## src/ncr_pkg.sv

```systemverilog
// Shared types, character codes and the UTF-8 byte builder for the numeric
// character reference decoder. No dependencies.
`default_nettype none

package ncr_pkg;

  localparam logic [7:0]  CH_AMP   = 8'h26;
  localparam logic [7:0]  CH_HASH  = 8'h23;
  localparam logic [7:0]  CH_SEMI  = 8'h3B;
  localparam logic [7:0]  CH_X_LO  = 8'h78;
  localparam logic [7:0]  CH_X_UP  = 8'h58;
  localparam logic [7:0]  CH_0     = 8'h30;
  localparam logic [7:0]  CH_9     = 8'h39;
  localparam logic [7:0]  CH_A_LO  = 8'h61;
  localparam logic [7:0]  CH_F_LO  = 8'h66;
  localparam logic [7:0]  CH_A_UP  = 8'h41;
  localparam logic [7:0]  CH_F_UP  = 8'h46;

  localparam logic [20:0] CODE_LIMIT = 21'h10FFFF;
  localparam logic [20:0] ONE_MAX    = 21'h00007F;
  localparam logic [20:0] TWO_MAX    = 21'h0007FF;
  localparam logic [20:0] THREE_MAX  = 21'h00FFFF;

  typedef enum logic [2:0] {
    MODE_IDLE = 3'd0,
    MODE_AMP  = 3'd1,
    MODE_HASH = 3'd2,
    MODE_NUM  = 3'd3,
    MODE_SKIP = 3'd4
  } mode_t;

  // What follows the flushed raw bytes of one command.
  typedef enum logic [1:0] {
    TAIL_NONE = 2'd0,
    TAIL_BYTE = 2'd1,
    TAIL_CODE = 2'd2,
    TAIL_ERR  = 2'd3
  } tail_kind_t;

  typedef struct packed {
    tail_kind_t  kind;
    logic [20:0] code;     // code point, or the literal byte in the low bits
    logic [2:0]  len;      // number of tail results, 0 to 4
    logic        str_end;  // the item closed its string
  } tail_t;

  // Byte k (0 = lead) of the len-byte UTF-8 encoding of cp.
  function automatic logic [7:0] utf8_byte(input logic [20:0] cp,
                                           input logic [2:0]  len,
                                           input logic [2:0]  k);
    logic [2:0] j;
    logic [7:0] b;
    j = len - 3'd1 - k;
    b = 8'h00;
    if (k == 3'd0) begin
      case (len)
        3'd2:    b = {3'b110, cp[10:6]};
        3'd3:    b = {4'b1110, cp[15:12]};
        3'd4:    b = {5'b11110, cp[20:18]};
        default: b = cp[7:0];
      endcase
    end else begin
      case (j)
        3'd1:    b = {2'b10, cp[11:6]};
        3'd2:    b = {2'b10, cp[17:12]};
        default: b = {2'b10, cp[5:0]};
      endcase
    end
    return b;
  endfunction

endpackage

`default_nettype wire

```

## src/ncr_queue.sv

```systemverilog
// Small command queue between the parser front and the output back.
// Depends on nothing; width and depth are parameters.
`default_nettype none

module ncr_queue #(
  parameter int W     = 32,
  parameter int DEPTH = 2
) (
  input  wire logic         clk,
  input  wire logic         rst_n,
  input  wire logic         push,
  input  wire logic [W-1:0] push_data,
  input  wire logic         pop,
  output logic              full,
  output logic              not_empty,
  output logic [W-1:0]      head_data
);

  localparam int PTR_W = (DEPTH > 1) ? $clog2(DEPTH) : 1;
  localparam int CNT_W = $clog2(DEPTH + 1);

  logic [W-1:0]     mem_r [DEPTH];
  logic [PTR_W-1:0] wr_ptr_r, wr_ptr_nxt;
  logic [PTR_W-1:0] rd_ptr_r, rd_ptr_nxt;
  logic [CNT_W-1:0] cnt_r, cnt_nxt;
  logic             do_push, do_pop;

  assign full      = (cnt_r == CNT_W'(DEPTH));
  assign not_empty = (cnt_r != '0);
  assign head_data = mem_r[rd_ptr_r];
  assign do_push   = push && !full;
  assign do_pop    = pop && not_empty;

  always_comb begin
    wr_ptr_nxt = wr_ptr_r;
    rd_ptr_nxt = rd_ptr_r;
    cnt_nxt    = cnt_r;
    if (do_push) begin
      wr_ptr_nxt = (wr_ptr_r == PTR_W'(DEPTH - 1)) ? '0 : wr_ptr_r + PTR_W'(1);
    end
    if (do_pop) begin
      rd_ptr_nxt = (rd_ptr_r == PTR_W'(DEPTH - 1)) ? '0 : rd_ptr_r + PTR_W'(1);
    end
    if (do_push && !do_pop) begin
      cnt_nxt = cnt_r + CNT_W'(1);
    end else if (do_pop && !do_push) begin
      cnt_nxt = cnt_r - CNT_W'(1);
    end
  end

  always_ff @(posedge clk) begin
    if (!rst_n) begin
      wr_ptr_r <= '0;
      rd_ptr_r <= '0;
      cnt_r    <= '0;
    end else begin
      wr_ptr_r <= wr_ptr_nxt;
      rd_ptr_r <= rd_ptr_nxt;
      cnt_r    <= cnt_nxt;
    end
  end

  always_ff @(posedge clk) begin
    if (do_push) begin
      mem_r[wr_ptr_r] <= push_data;
    end
  end

endmodule

`default_nettype wire

```

## src/ncr_front.sv

```systemverilog
// Parser front: accepts input bytes, tracks the open reference, holds its raw
// bytes and issues one command per item that produces results. Uses ncr_pkg.
`default_nettype none

module ncr_front #(
  parameter int ENTITY_MAX = 12
) (
  input  wire logic                                   clk,
  input  wire logic                                   rst_n,
  input  wire logic                                   in_fire,
  input  wire logic [7:0]                             in_byte,
  input  wire logic                                   in_end,
  input  wire logic                                   flush_done,
  output logic                                        busy,
  output logic                                        cmd_push,
  output logic [$clog2(ENTITY_MAX+1)-1:0]             cmd_flush_n,
  output ncr_pkg::tail_t                              cmd_tail,
  output logic [7:0]                                  raw_buf [ENTITY_MAX]
);

  localparam int CW = $clog2(ENTITY_MAX + 1);
  localparam int IW = $clog2(ENTITY_MAX);

  ncr_pkg::mode_t mode_r, mode_nxt;
  logic [CW-1:0]  count_r, count_nxt;
  logic [20:0]    acc_r, acc_nxt;
  logic           hex_r, hex_nxt;
  logic           seen_r, seen_nxt;
  logic           ovf_r, ovf_nxt;
  logic           busy_r, busy_nxt;
  logic [7:0]     buf_r [ENTITY_MAX];

  logic           hold_en;
  logic [IW-1:0]  hold_idx;
  logic           do_flush, do_idle;
  logic           is_amp;
  logic           is_digit;
  logic [3:0]     dval;
  logic [24:0]    acc_mul;
  logic [24:0]    acc_sum;
  logic [2:0]     code_len;

  assign busy    = busy_r;
  assign raw_buf = buf_r;
  assign is_amp  = (in_byte == ncr_pkg::CH_AMP) && !in_end;

  // Digit value under the current radix.
  always_comb begin
    is_digit = 1'b0;
    dval     = 4'd0;
    if (in_byte >= ncr_pkg::CH_0 && in_byte <= ncr_pkg::CH_9) begin
      is_digit = 1'b1;
      dval     = 4'(in_byte - ncr_pkg::CH_0);
    end else if (hex_r && in_byte >= ncr_pkg::CH_A_LO && in_byte <= ncr_pkg::CH_F_LO) begin
      is_digit = 1'b1;
      dval     = 4'(in_byte - ncr_pkg::CH_A_LO + 8'd10);
    end else if (hex_r && in_byte >= ncr_pkg::CH_A_UP && in_byte <= ncr_pkg::CH_F_UP) begin
      is_digit = 1'b1;
      dval     = 4'(in_byte - ncr_pkg::CH_A_UP + 8'd10);
    end
  end

  assign acc_mul = hex_r ? {acc_r, 4'b0000}
                         : ({1'b0, acc_r, 3'b000} + {3'b000, acc_r, 1'b0});
  assign acc_sum = acc_mul + {21'd0, dval};

  always_comb begin
    if (acc_r <= ncr_pkg::ONE_MAX) begin
      code_len = 3'd1;
    end else if (acc_r <= ncr_pkg::TWO_MAX) begin
      code_len = 3'd2;
    end else if (acc_r <= ncr_pkg::THREE_MAX) begin
      code_len = 3'd3;
    end else begin
      code_len = 3'd4;
    end
  end

  always_comb begin
    mode_nxt    = mode_r;
    count_nxt   = count_r;
    acc_nxt     = acc_r;
    hex_nxt     = hex_r;
    seen_nxt    = seen_r;
    ovf_nxt     = ovf_r;
    hold_en     = 1'b0;
    hold_idx    = count_r[IW-1:0];
    do_flush    = 1'b0;
    do_idle     = 1'b0;
    cmd_push    = 1'b0;
    cmd_flush_n = '0;
    cmd_tail    = '0;
    cmd_tail.kind    = ncr_pkg::TAIL_NONE;
    cmd_tail.str_end = in_end;

    if (in_fire) begin
      case (mode_r)
        ncr_pkg::MODE_AMP: begin
          if (in_byte == ncr_pkg::CH_HASH && !in_end && count_r < CW'(ENTITY_MAX)) begin
            hold_en   = 1'b1;
            count_nxt = count_r + CW'(1);
            mode_nxt  = ncr_pkg::MODE_HASH;
          end else begin
            do_flush = 1'b1;
            do_idle  = 1'b1;
          end
        end
        ncr_pkg::MODE_HASH, ncr_pkg::MODE_NUM, ncr_pkg::MODE_SKIP: begin
          if (in_byte == ncr_pkg::CH_SEMI) begin
            cmd_push = 1'b1;
            if (!seen_r || ovf_r) begin
              cmd_tail.kind = ncr_pkg::TAIL_ERR;
              cmd_tail.len  = 3'd1;
            end else begin
              cmd_tail.kind = ncr_pkg::TAIL_CODE;
              cmd_tail.code = acc_r;
              cmd_tail.len  = code_len;
            end
            mode_nxt  = ncr_pkg::MODE_IDLE;
            count_nxt = '0;
            acc_nxt   = '0;
            hex_nxt   = 1'b0;
            seen_nxt  = 1'b0;
            ovf_nxt   = 1'b0;
          end else if (in_end || count_r >= CW'(ENTITY_MAX)) begin
            do_flush = 1'b1;
            do_idle  = 1'b1;
          end else begin
            hold_en   = 1'b1;
            count_nxt = count_r + CW'(1);
            if (mode_r == ncr_pkg::MODE_HASH &&
                (in_byte == ncr_pkg::CH_X_LO || in_byte == ncr_pkg::CH_X_UP)) begin
              hex_nxt  = 1'b1;
              mode_nxt = ncr_pkg::MODE_NUM;
            end else if (mode_r != ncr_pkg::MODE_SKIP) begin
              if (is_digit) begin
                seen_nxt = 1'b1;
                mode_nxt = ncr_pkg::MODE_NUM;
                if (!ovf_r) begin
                  if (acc_sum > {4'd0, ncr_pkg::CODE_LIMIT}) begin
                    ovf_nxt = 1'b1;
                  end else begin
                    acc_nxt = acc_sum[20:0];
                  end
                end
              end else begin
                mode_nxt = ncr_pkg::MODE_SKIP;
              end
            end
          end
        end
        default: begin
          do_idle = 1'b1;
        end
      endcase

      if (do_flush) begin
        cmd_push    = 1'b1;
        cmd_flush_n = count_r;
      end

      if (do_idle) begin
        acc_nxt  = '0;
        hex_nxt  = 1'b0;
        seen_nxt = 1'b0;
        ovf_nxt  = 1'b0;
        if (is_amp) begin
          // A new reference always starts with '&' in entry zero, so this write
          // leaves the byte that a flush still under way reads unchanged.
          hold_en   = 1'b1;
          hold_idx  = '0;
          count_nxt = CW'(1);
          mode_nxt  = ncr_pkg::MODE_AMP;
        end else begin
          cmd_push      = 1'b1;
          cmd_tail.kind = ncr_pkg::TAIL_BYTE;
          cmd_tail.code = {13'd0, in_byte};
          cmd_tail.len  = 3'd1;
          count_nxt     = '0;
          mode_nxt      = ncr_pkg::MODE_IDLE;
        end
      end
    end

    // Input stays blocked while held bytes are still being flushed.
    busy_nxt = busy_r;
    if (cmd_push && cmd_flush_n != '0) begin
      busy_nxt = 1'b1;
    end else if (flush_done) begin
      busy_nxt = 1'b0;
    end
  end

  always_ff @(posedge clk) begin
    if (!rst_n) begin
      mode_r  <= ncr_pkg::MODE_IDLE;
      count_r <= '0;
      acc_r   <= '0;
      hex_r   <= 1'b0;
      seen_r  <= 1'b0;
      ovf_r   <= 1'b0;
      busy_r  <= 1'b0;
    end else begin
      mode_r  <= mode_nxt;
      count_r <= count_nxt;
      acc_r   <= acc_nxt;
      hex_r   <= hex_nxt;
      seen_r  <= seen_nxt;
      ovf_r   <= ovf_nxt;
      busy_r  <= busy_nxt;
    end
  end

  always_ff @(posedge clk) begin
    if (hold_en) begin
      buf_r[hold_idx] <= in_byte;
    end
  end

endmodule

`default_nettype wire

```

## src/ncr_back.sv

```systemverilog
// Output back: walks the head command, sending held raw bytes and then the
// literal, error or UTF-8 bytes, into an output register. Uses ncr_pkg.
`default_nettype none

module ncr_back #(
  parameter int ENTITY_MAX = 12
) (
  input  wire logic                              clk,
  input  wire logic                              rst_n,
  input  wire logic                              cmd_valid,
  input  wire logic [$clog2(ENTITY_MAX+1)-1:0]   cmd_flush_n,
  input  wire ncr_pkg::tail_t                    cmd_tail,
  input  wire logic [7:0]                        raw_buf [ENTITY_MAX],
  output logic                                   cmd_pop,
  output logic                                   flush_done,
  output logic                                   out_valid,
  input  wire logic                              out_ready,
  output logic [7:0]                             out_byte,
  output logic                                   out_error,
  output logic                                   out_string_end,
  output logic                                   out_run_last
);

  localparam int CW = $clog2(ENTITY_MAX + 1);
  localparam int IW = $clog2(ENTITY_MAX);
  localparam int PW = CW + 1;

  logic [PW-1:0] pos_r, pos_nxt;
  logic          valid_r, valid_nxt;
  logic [7:0]    byte_r, byte_nxt;
  logic          err_r, err_nxt;
  logic          send_end_r, send_end_nxt;
  logic          run_last_r, run_last_nxt;

  logic          emit;
  logic          last;
  logic [PW-1:0] total;
  logic [2:0]    k;

  assign emit  = cmd_valid && (!valid_r || out_ready);
  assign total = PW'(cmd_flush_n) + PW'(cmd_tail.len);
  assign last  = (pos_r == total - PW'(1));
  assign k     = 3'(pos_r - PW'(cmd_flush_n));

  assign cmd_pop    = emit && last;
  assign flush_done = emit && last && (cmd_flush_n != '0);

  always_comb begin
    byte_nxt     = byte_r;
    err_nxt      = err_r;
    send_end_nxt = send_end_r;
    run_last_nxt = run_last_r;
    pos_nxt      = pos_r;
    valid_nxt    = out_ready ? 1'b0 : valid_r;
    if (emit) begin
      valid_nxt    = 1'b1;
      err_nxt      = 1'b0;
      run_last_nxt = last;
      send_end_nxt = last && cmd_tail.str_end;
      pos_nxt      = last ? '0 : pos_r + PW'(1);
      if (pos_r < PW'(cmd_flush_n)) begin
        byte_nxt = raw_buf[pos_r[IW-1:0]];
      end else begin
        case (cmd_tail.kind)
          ncr_pkg::TAIL_ERR: begin
            byte_nxt = 8'h00;
            err_nxt  = 1'b1;
          end
          ncr_pkg::TAIL_CODE: begin
            byte_nxt = ncr_pkg::utf8_byte(cmd_tail.code, cmd_tail.len, k);
          end
          default: begin
            byte_nxt = cmd_tail.code[7:0];
          end
        endcase
      end
    end
  end

  always_ff @(posedge clk) begin
    if (!rst_n) begin
      pos_r   <= '0;
      valid_r <= 1'b0;
    end else begin
      pos_r   <= pos_nxt;
      valid_r <= valid_nxt;
    end
  end

  always_ff @(posedge clk) begin
    byte_r     <= byte_nxt;
    err_r      <= err_nxt;
    send_end_r <= send_end_nxt;
    run_last_r <= run_last_nxt;
  end

  assign out_valid      = valid_r;
  assign out_byte       = byte_r;
  assign out_error      = err_r;
  assign out_string_end = send_end_r;
  assign out_run_last   = run_last_r;

endmodule

`default_nettype wire

```

## src/numeric_char_ref_to_utf8.sv

```systemverilog
// An item's first result passes through the command queue and then the output register.
// Throughput: plain bytes and references that close go one item per cycle at the input while
// the queue has room and no flush is under way; output sends results one by one (a code point
// gives 1 to 4, a flush its held count plus one, or the held count if its byte opens a new one).
// An item that flushes held bytes holds off input until the back has read them out of the buffer.
// Reset: synchronous, active-low rst_n clears parser, queue and output control; buffer not cleared.
// Top level: parser front, command queue and output back. Uses ncr_pkg and the three submodules.
`default_nettype none

module numeric_char_ref_to_utf8 #(
  parameter int ENTITY_MAX = 12
) (
  input  wire logic       clk,
  input  wire logic       rst_n,
  input  wire logic       in_tvalid,
  output logic            in_tready,
  input  wire logic [7:0] in_tdata,   // [7:0] in_byte
  input  wire logic       in_tlast,   // in_string_end
  output logic            out_tvalid,
  input  wire logic       out_tready,
  output logic [7:0]      out_tdata,  // [7:0] out_byte
  output logic [1:0]      out_tuser,  // [0] out_error, [1] out_run_last
  output logic            out_tlast   // out_string_end
);

  localparam int CW = $clog2(ENTITY_MAX + 1);
  localparam int QW = CW + $bits(ncr_pkg::tail_t);

  logic           in_fire;
  logic           busy;
  logic           cmd_push;
  logic [CW-1:0]  push_flush_n;
  ncr_pkg::tail_t push_tail;
  logic [7:0]     raw_buf [ENTITY_MAX];
  logic           q_full, q_valid, q_pop;
  logic [QW-1:0]  q_head;
  logic           flush_done;
  logic           out_error, out_run_last;

  assign in_tready = !busy && !q_full;
  assign in_fire   = in_tvalid && in_tready;

  ncr_front #(.ENTITY_MAX(ENTITY_MAX)) u_front (
    .clk         (clk),
    .rst_n       (rst_n),
    .in_fire     (in_fire),
    .in_byte     (in_tdata),
    .in_end      (in_tlast),
    .flush_done  (flush_done),
    .busy        (busy),
    .cmd_push    (cmd_push),
    .cmd_flush_n (push_flush_n),
    .cmd_tail    (push_tail),
    .raw_buf     (raw_buf)
  );

  ncr_queue #(.W(QW), .DEPTH(2)) u_queue (
    .clk       (clk),
    .rst_n     (rst_n),
    .push      (cmd_push),
    .push_data ({push_flush_n, push_tail}),
    .pop       (q_pop),
    .full      (q_full),
    .not_empty (q_valid),
    .head_data (q_head)
  );

  ncr_back #(.ENTITY_MAX(ENTITY_MAX)) u_back (
    .clk            (clk),
    .rst_n          (rst_n),
    .cmd_valid      (q_valid),
    .cmd_flush_n    (q_head[QW-1 -: CW]),
    .cmd_tail       (ncr_pkg::tail_t'(q_head[$bits(ncr_pkg::tail_t)-1:0])),
    .raw_buf        (raw_buf),
    .cmd_pop        (q_pop),
    .flush_done     (flush_done),
    .out_valid      (out_tvalid),
    .out_ready      (out_tready),
    .out_byte       (out_tdata),
    .out_error      (out_error),
    .out_string_end (out_tlast),
    .out_run_last   (out_run_last)
  );

  assign out_tuser = {out_run_last, out_error};

  // An error result is a single zero byte that ends its item's run.
  a_err_shape: assert property (@(posedge clk) disable iff (!rst_n)
    out_tvalid && out_error |-> out_tdata == 8'h00 && out_run_last)
    else $error("error result is not a lone zero byte");

  // The end of a string can only fall on the last result of an item.
  a_end_on_run_last: assert property (@(posedge clk) disable iff (!rst_n)
    out_tvalid && out_tlast |-> out_run_last)
    else $error("string end on a result that is not last of its item");

  // The front never offers a command to a full queue.
  a_no_overflow: assert property (@(posedge clk) disable iff (!rst_n)
    cmd_push |-> !q_full)
    else $error("command pushed into a full queue");

endmodule

`default_nettype wire

```

## config.mk

```make
export PLATFORM = sky130hd
export DESIGN_NAME = numeric_char_ref_to_utf8
export DESIGN_NICKNAME = d
export VERILOG_FILES = /design/src/ncr_pkg.sv /design/src/ncr_queue.sv /design/src/ncr_front.sv /design/src/ncr_back.sv /design/src/numeric_char_ref_to_utf8.sv
export SDC_FILE = /design/constraint.sdc
export NUM_CORES = 1
export LEC_CHECK = 0
export ABC_AREA = 1
export ABC_CLOCK_PERIOD_IN_PS = 11300
export BUFFER_PORTS_ARGS = -buffer_cell sky130_fd_sc_hd__buf_2
export CORE_MARGIN = 8
export CORE_UTILIZATION = 45
export DETAILED_ROUTE_END_ITERATION = 16
export PLACE_DENSITY = 0.58
export SLEW_MARGIN = 20
export SYNTH_ARGS = -nofsm -noshare
export SYNTH_HDL_FRONTEND = slang
export SYNTH_HIERARCHICAL = 1
export SYNTH_SLANG_ARGS = --single-unit
```

## constraint.sdc

```tcl
create_clock -name clk -period 11.3 [get_ports clk]
set_input_delay 0.565 -clock clk [delete_from_list [all_inputs] [get_ports clk]]
set_output_delay 0.565 -clock clk [all_outputs]
set_load 0.02 [all_outputs]
```

==> impl_metrics.ini <==
[timing]
report.final.hold_viol_count = 0
final.period_utilization_pct = 43.7
setup_viol_count_final = 0
slew_viol_final = 0
final.min_clock_period_ps = 4930
fin_worst_skew_ps = 22.5
rsz0062_at_grt = false
slew-limit-headroom_pct = 25.8
worst-slew-pin-transition_ps = 1110
maxClockFrequency_mhz = 203
postLayoutSetupSlackWorst_ps = 6370
sum_of_negative_setup_slack_ps = 0

[die]
design.core.area_mm2 = 0.0277
initial_core_util_pct = 45.7
num_io_pins = 26
chipHeight_um = 184
die-area_mm2 = 0.0337
number_of_rows_in_the_core_area = 61
die_width_um = 184

[final_layout]
nNetsFinal = 1596
final_layout_size_suffix_gt1_share_pct = 12.5
n_antenna_cell = 0
syn_to_final_growth_pct = 9.04
final.fill_count = 2626
final_cell_area_mm2 = 0.0138
commonest_cells_after_routing_fill_and_taps_aside = nand2_1, inv_1, nor2_1
layout_commonest_cell = nand2_1

[yosys]
syn-instance-count = 1522
synth_top_area_share_pct = 40.1
synth_largest_area_cell = edfxtp_1
synthesis.nets = 1581
synth-async-reset-ratio_pct = 0
synthDistinctLibCells = 59
synth.top_cells.by_area = edfxtp_1, nand2_1, dfxtp_1, inv_1, nor2_1
synth_seq_cells = 212
synth_seq_area_share_pct = 46.9
synth-edff-count = 169
syn-mean-instance-area_um2 = 8.31
synth_top_flop_cell = edfxtp_1
synth.cell_area_mm2 = 0.0127
warning_count_from_the_yosys_run = 6

[setup_path]
cp_top_family = simple AND/OR/NAND/NOR gates
crit_path_end_kind = flop
setup.worst_path.start_class = flop
cp_common_cell = nand2_1
setup.worst_path.class = flop to flop
cp_slowest_cell = dfxtp_1
timing.critical_path.buf_inv = 4
critical_path_peak_fanout = 27
critical-path-max-stage-delay_ps = 880
endpoint_arrival_time_on_the_critical_path_ps = 5380
cp_data_required_time_ps = 11740

[routing]
detail_route.wl_per_cell_um = 17.0
ant_nets = 0
drt-total-wl_um = 32700
vias_per_cell = 5.33
routed_via_count = 10300
post-route-drc-count = 0
detailedRoute.firstIterationViolations = 782
drtPass1Iterations = 5

[clocking]
postCtsSetupBuffers = 0
post_cts_hold_buffer_count = 0
tritoncts = yes
clock_insertion_delay_worst_skew_ps = 530
post_cts_resize_count = 0
clock-sinks = 212
cts_made_buffers = 23
path_clk_slew_ps = 70
clock_tree.root_cell = clkbuf_16
htree_levels = 1
clock_path_buffers = 3

[pwr]
leakage_nw = 5.76
total_power_w = 0.00341
pd_cells_mw_per_mm2 = 247
vdd.ir_drop.worst_mv = 0.0958

[global_route]
grt_remaining_overflow = 0
grt_max_degree = 53
antenna_violations_before_repair = 0
via_count_of_the_first_global_routing_pass = 9573
globalRouteTotalUtil_pct = 19.3
grt_pass1_wl_um = 52200

[run_status]
outcome = completed

[placement]
numPortBuffers = 25
place.detailed.hpwl_um = 23800
place_congestion = 0.884
place_ws_ps = 6470
placedInstanceArea_mm2 = 0.0131

[worst_hold_path]
holdCritPathClass = input port to flop

[job]
max_cap_violations = 0
[flip-flops by register name (all words and copies together) (netlist names), 2 cells and up, named ones only]
name / count
u_queue/cnt_r: 2
u_back/out_byte: 8
u_front/count_r: 4
u_queue/mem_r: 62
u_front/acc_r: 21
u_front/raw_buf: 96
u_front/mode_r: 3
u_back/pos_r: 5
[cells in the mapped netlist (2+ instances only)]
library cell    n
nand3_2         6
inv_2          28
buf_6           4
o21bai_1        3
and2_1          2
o22ai_1         9
nand2_4        13
nor4_1          5
nand4_1        31
a21boi_1        6
clkbuf_1       17
or2_2           3
clkinv_1        3
o31ai_1         2
fa_1            5
nand2_1       338
edfxtp_1      169
xor2_1          4
nand3b_1        4
nor2_4          2
nand2_2        18
nor2_1        185
a22oi_1         5
o21ai_1        16
o221ai_1        4
nor2_2         22
a31oi_1         2
nor3_1         31
buf_4           4
a21oi_1        54
o211ai_1       19
ha_1           41
buf_2          15
xnor2_1         7
o21ai_0        62
mux2_2         31
nand3_1       102
inv_1         187
dfxtp_1        43
[worst reg2reg max path, stage by stage (launching register included)]
cell	delay [ps]
dfxtp_1	880
inv_2	430
nor3_2	210
nand4_1	160
inv_1	110
nor2_1	60
inv_2	80
o21ai_0	70
a21oi_1	250
fa_1	270
nand2_1	80
nand2_1	70
nand2_2	50
nor2_1	120
nand3_1	110
nor2_2	160
nand2_2	100
nor2_1	90
nand3_1	120
inv_2	60
nand4_1	70
nand2_1	70
nand3_1	100
nand2_2	270
nand3_4	490
nand2_1	210
nand2_1	70
nor2_1	110
[metal layers]
| layer | track usage (%) | part of all wire [%] |
|---|---|---|
| met4 | 5.11 | 1.8 |
| met3 | 2.35 | 6.2 |
| met1 | 28.3 | 48 |
| met2 | 29.7 | 44 |
| met5 | 0 | 0 |
[layout make-up]
cell class	count	area [um^2]	area share [%]
inverters	218	818	5.93
multi-input cells	1050	5670	41.1
clock buffers	29	598	4.34
repair buffers	32	178	1.29
flip-flops and latches	212	5940	43.0
well taps	378	473	3.43
clock inverters	11	123	0.889
[metrics by stage]
stage | instances | utilization [%] | hold WS, ps
2_1_floorplan | 1522 | - | 434
3_3_place_gp | 1890 | 47.2 | 453
3_5_place_dp | 1890 | 47.2 | 455
4_1_cts | 1930 | 49.8 | 311
5_1_grt | 1930 | 49.8 | 336
6_report | 1930 | 49.8 | 331
[worst paths after layout]
path             startpoint                 to  slack (ps)  cells after the start
max           u_front/hex_r  u_front/acc_r[17]        6370                     27
min reg2reg  u_front/seen_r     u_front/seen_r         460                      2
min              out_tready   u_back/out_valid         330                      4
max reg2reg   u_front/hex_r  u_front/acc_r[17]        6370                     27
[power by group]
group | switching [W] | internal [W]
sequential | 0.0000701 | 0.00100
clock | 0.000303 | 0.000423
combinational | 0.00111 | 0.000499
[kinds of logic after synthesis]
family	Yosys count	synth area share, %
simple gates	769	27.4
buf+inv	260	8.31
flops	212	46.9
compound gates	193	8.99
fa+ha+maj	46	4.85
mux	31	2.76
xor+xnor	11	0.761
Power figures use the tool's default switching activity.
